[src/design/scll_ram.sv]
// Generic simple dual-port RAM: one write port, one read port, registered read.
// Used for the rate map and the accumulators; depends on nothing.
module scll_ram #(
  parameter int WIDTH = 16,
  parameter int DEPTH = 64
) (
  input  logic                     clk,
  input  logic                     we,
  input  logic [$clog2(DEPTH)-1:0] waddr,
  input  logic [WIDTH-1:0]         wdata,
  input  logic [$clog2(DEPTH)-1:0] raddr,
  output logic [WIDTH-1:0]         rdata
);

  logic [WIDTH-1:0] mem [DEPTH];

  // Write port and registered read port.
  always_ff @(posedge clk) begin
    if (we) begin
      mem[waddr] <= wdata;
    end
    rdata <= mem[raddr];
  end

endmodule

[config.mk]
export PLATFORM = sky130hd
export DESIGN_NAME = scll_ram
export DESIGN_NICKNAME = d
export VERILOG_FILES = /design/src/design/scll_ram.sv
export SDC_FILE = /design/constraint.sdc
export NUM_CORES = 1
export LEC_CHECK = 0
export ABC_AREA = 0
export BUFFER_PORTS_ARGS = -buffer_cell sky130_fd_sc_hd__buf_2
export CAP_MARGIN = 30
export CORE_MARGIN = 3
export CORE_UTILIZATION = 51
export DETAILED_ROUTE_END_ITERATION = 10
export PLACE_DENSITY = 0.78
export SYNTH_ARGS = -nofsm -noshare
export SYNTH_HDL_FRONTEND = slang
export SYNTH_SLANG_ARGS = --single-unit
export TNS_END_PERCENT = 20
[constraint.sdc]
create_clock -name clk -period 2.8 [get_ports clk]
set_input_delay 0 -clock clk [delete_from_list [all_inputs] [get_ports clk]]
set_output_delay 0 -clock clk [all_outputs]
set_load 0.1 [all_outputs]
# Word-level counts from Yosys, hierarchy flattened
# Memory sizes are Yosys's and may differ from the RTL's. A register that Yosys moved wholly into a read port is not among the register bits.
# Cells that the tools add are included.
[word_totals]
regBits = 0
ramBits = 1024
mem_count = 1
[memory_table]
columns = ["memory", "depth", "width", "read_ports", "rd_clocked_by_memory_dff", "write_ports", "line", "text"]
rows = [
  ["mem", 64, 16, 1, 1, 1, "15", "logic [WIDTH-1:0] mem [DEPTH];"],
]
[classes]
mux = 2
[ops]
columns = ["operator", "n"]
rows = [
  ["$mux W1", 2],
]

# Depth between registers and ports, before layout
[depth]
word_depth = 2
depth_mapped = 10

# Worst setup path after synthesis
# Ideal clock, no wire load.
[synth_timing]
path_type = "input port to flip-flop"
startpoint = "input port waddr[3]"
endpoint = "memory mem[48][0], enable pin"
setup_ns = 0.409
path_slack_ns = 0.765
stages = 4
n_path_buf = 1
t_arrival_ns = 1.626
required_ns = 2.391
cell_sequence = "clkbuf_1 nor2b_1 nand4b_1 nor3_1"
[synth_lines]
columns = ["item", "line", "text"]
rows = [
  ["start: declaration", "9", "input logic [$clog2(DEPTH)-1:0] waddr,"],
  ["end: declaration", "15", ""],
]
# Straight into the memory's write port.

==> impl_metrics.env <==
export IMPL_multi_input_area_mm2=0.00825
export IMPL_mostFrequentLayoutCell="edfxtp_1"
export IMPL_grt_pass1_vias=20363
export IMPL_synth_cell_types=43
export IMPL_synth_seq_area_share=0.776
export IMPL_endpoint="rdata[15]"
export IMPL_max_freq_mhz=439
export IMPL_synth_edff_count=1024
export IMPL_final_layout_size_suffix_gt1_frac=0.285
export IMPL_async_flop_share=0
export IMPL_critPathArrivalTime_ns=2.77
export IMPL_core_mm2=0.0776
export IMPL_overflow=0
export IMPL_cts_buffers=99
export IMPL_avgSynthCellArea_um2=21.9
export IMPL_p_comb_frac=0.059
export IMPL_hold_violations=0
export IMPL_dieHeight_um=286
export IMPL_dr_pass1_iters=6
export IMPL_p_int_w=0.0258
export IMPL_seqPwrFrac=0.526
export IMPL_critPathLaunchType="register"
export IMPL_clockBufferDepth=3
export IMPL_area_growth_synth_to_final_pct=14.5
export IMPL_slew_headroom=0.421
export IMPL_io_buffers=45
export IMPL_drv_cap=0
export IMPL_tightest_slew_ns=0.869
export IMPL_io_pins=46
export IMPL_antenna_found_initial=11
export IMPL_place_ws_ns=0.0756
export IMPL_dr_first_iter_drc_count=2793
export IMPL_finalCriticalPeriod_ns=2.28
export IMPL_fill_cells=5347
export IMPL_grt_max_degree=68
export IMPL_drc_errors=0
export IMPL_finalSetupViolations=0
export IMPL_grtUsageTotal=0.234
export IMPL_drv_slew=0
export IMPL_cp_slowest_cell="a31oi_1"
export IMPL_grt_pass1_wl_um=139000
export IMPL_worstSetupEndpointType="register"
export IMPL_syn_instance_count=1829
export IMPL_h_tree_depth=3
export IMPL_fin_ws_ns=0.522
export IMPL_crit_buf_inv=0
export IMPL_num_rows=102
export IMPL_rsz0062_at_grt="false"
export IMPL_holdWs_ns=0.0695
export IMPL_irDropWorstVdd_mv=0.599
export IMPL_crit_path_max_fanout=1
export IMPL_power_switching_w=0.00704
export IMPL_clockRootBuffer="clkbuf_16"
export IMPL_postLayoutCellArea_mm2=0.0459
export IMPL_fin_crit_sh=0.813
export IMPL_cp_num_cells=5
export IMPL_die_x_um=286
export IMPL_vias_per_cell=6.30
export IMPL_synth_flop_cell="edfxtp_1"
export IMPL_crit_family="compound AO/OA/AOI/OAI gates"
export IMPL_clock_skew_final_ns=0.0273
export IMPL_clock_latency_ns=0.66
export IMPL_setup_tns_ns=0
export IMPL_worst_setup_path_type="register to register"
export IMPL_synth_seq_cells=1040
export IMPL_vias=19997
export IMPL_drt_wirelength_per_cell_um=29.9
export IMPL_final_nets=2077
export IMPL_switching_share=0.214
export IMPL_gp_congestion=0.863
export IMPL_cp_cell_sequence="mux4_2 -> mux2i_1 -> a22oi_1 -> a31oi_1 -> a311oi_1"
export IMPL_reg2regPathDepth=5
export IMPL_cts_num_sinks=1040
export IMPL_ant_nets=0
export IMPL_dp_hpwl_um=57800
export IMPL_worstPathRequired_ns=3.29
export IMPL_syn_nets=1859
export IMPL_die_area_mm2=0.0819
export IMPL_startpoint="mem[5][15]"
export IMPL_cpPeakStageDelay_ns=0.62
export IMPL_p_leak_nw=14.7
export IMPL_powerDensity_mw_per_mm2=716
export IMPL_floorplan_initialDensity=0.516
export IMPL_r2r_end="rdata[15]"
export IMPL_reg2reg_slack_ns=0.52
export IMPL_clkPwrFrac=0.415
export IMPL_synth_area_mm2=0.0400
export IMPL_clkTransAtPathRegs_ns=0.06
export IMPL_hp_class="input pin to register"
export IMPL_placed_cell_area_mm2=0.0422
export IMPL_synth_warnings=0
export IMPL_status="finished, final reports clean"
export IMPL_final_cell_mix="1024 x edfxtp_1, 220 x mux4_2, 135 x buf_4"
export IMPL_r2r_start="mem[5][15]"
export IMPL_post_cts_buffers=0
export IMPL_seq_area_mm2=0.0311
export IMPL_drt_total_wl_um=94900
export IMPL_cts_tree="done"
## through the flow
step	instances	util	total power, W
after global placement	2960	0.544	0.0194
after floorplan	1829	-	0.0187
after CTS	3166	0.590	0.0330
after global routing	3172	0.591	0.0337
after detailed placement	2963	0.544	0.0195
final	3176	0.591	0.0329
## power by group through the flow
| stage | logic, W | clock network [W] | registers (W) |
|---|---|---|---|
| detailed placement | 0.00187 | 0 | 0.0176 |
| floorplan | 0.000892 | 0 | 0.0178 |
| CTS | 0.00190 | 0.0138 | 0.0173 |
| global route | 0.00201 | 0.0144 | 0.0173 |
| finish | 0.00192 | 0.0136 | 0.0173 |
| global placement | 0.00181 | 0 | 0.0176 |
## what timing repair did
item / 4_1_cts / 5_1_grt
gates resized for setup: 0 / 0
hold buffers: 17 / 3
hold endpoints to repair: 348 / 144
## how the worst min path moves through the flow
stage | depth (start not counted) | slack [ns] | to | start
final | 2 | 0.07 | mem[19][10] | wdata[10]
after CTS | 3 | 0.04 | mem[55][14] | waddr[0]
after floorplan | 0 | 0.1 | mem[0][0] | wdata[0]
after detailed placement | 1 | 0.32 | mem[0][13] | wdata[13]
after global placement | 1 | 0.29 | mem[4][13] | wdata[13]
after global routing | 2 | 0.06 | mem[19][10] | wdata[10]
## logic make-up after synthesis
family | Yosys count | synth area share
compound gates | 129 | 0.0241
buf+inv | 104 | 0.0183
flops | 1040 | 0.776
mux | 336 | 0.155
simple gates | 220 | 0.0265
## worst register-to-register path: stages, from the launching register on
cell and delay [ns]:
edfxtp_1 0.37, mux4_2 0.50, mux2i_1 0.24, a22oi_1 0.23, a31oi_1 0.62, a311oi_1 0.15
## area by class of cell
cell class                      instances  area share
Tap cell                             1040      0.0284
Clock inverter                         62      0.0156
Sequential cell                      1040       0.677
Antenna cell                            4    0.000218
Timing Repair Buffer                  221      0.0411
Multi-Input combinational cell        685       0.180
Clock buffer                          124      0.0574
## flip-flops by register name, summed over array words and instances, names as in the netlist
name,flops
rdata,16
mem,1024
## cells in the mapped netlist, types with 16 or more instances
cell	count	area [um2]
buf_2	36	180
clkbuf_1	24	90.1
mux2_2	27	304
mux2i_1	85	851
nor2_1	72	270
a22oi_1	39	293
nand2_1	59	221
mux4_2	220	4950
a221oi_1	16	140
a21oi_1	17	85.1
edfxtp_1	1024	30700
nand3_1	24	120
dfxtp_1	16	320
nor2b_1	30	188
buf_6	17	191
## per-layer routing
layer / wire length (um) / track usage
met4: 3470 / 0.0825
met2: 46400 / 0.373
met1: 34100 / 0.318
met5: 48 / 0
met3: 10800 / 0.0598
(Power assumes the default switching activity.)
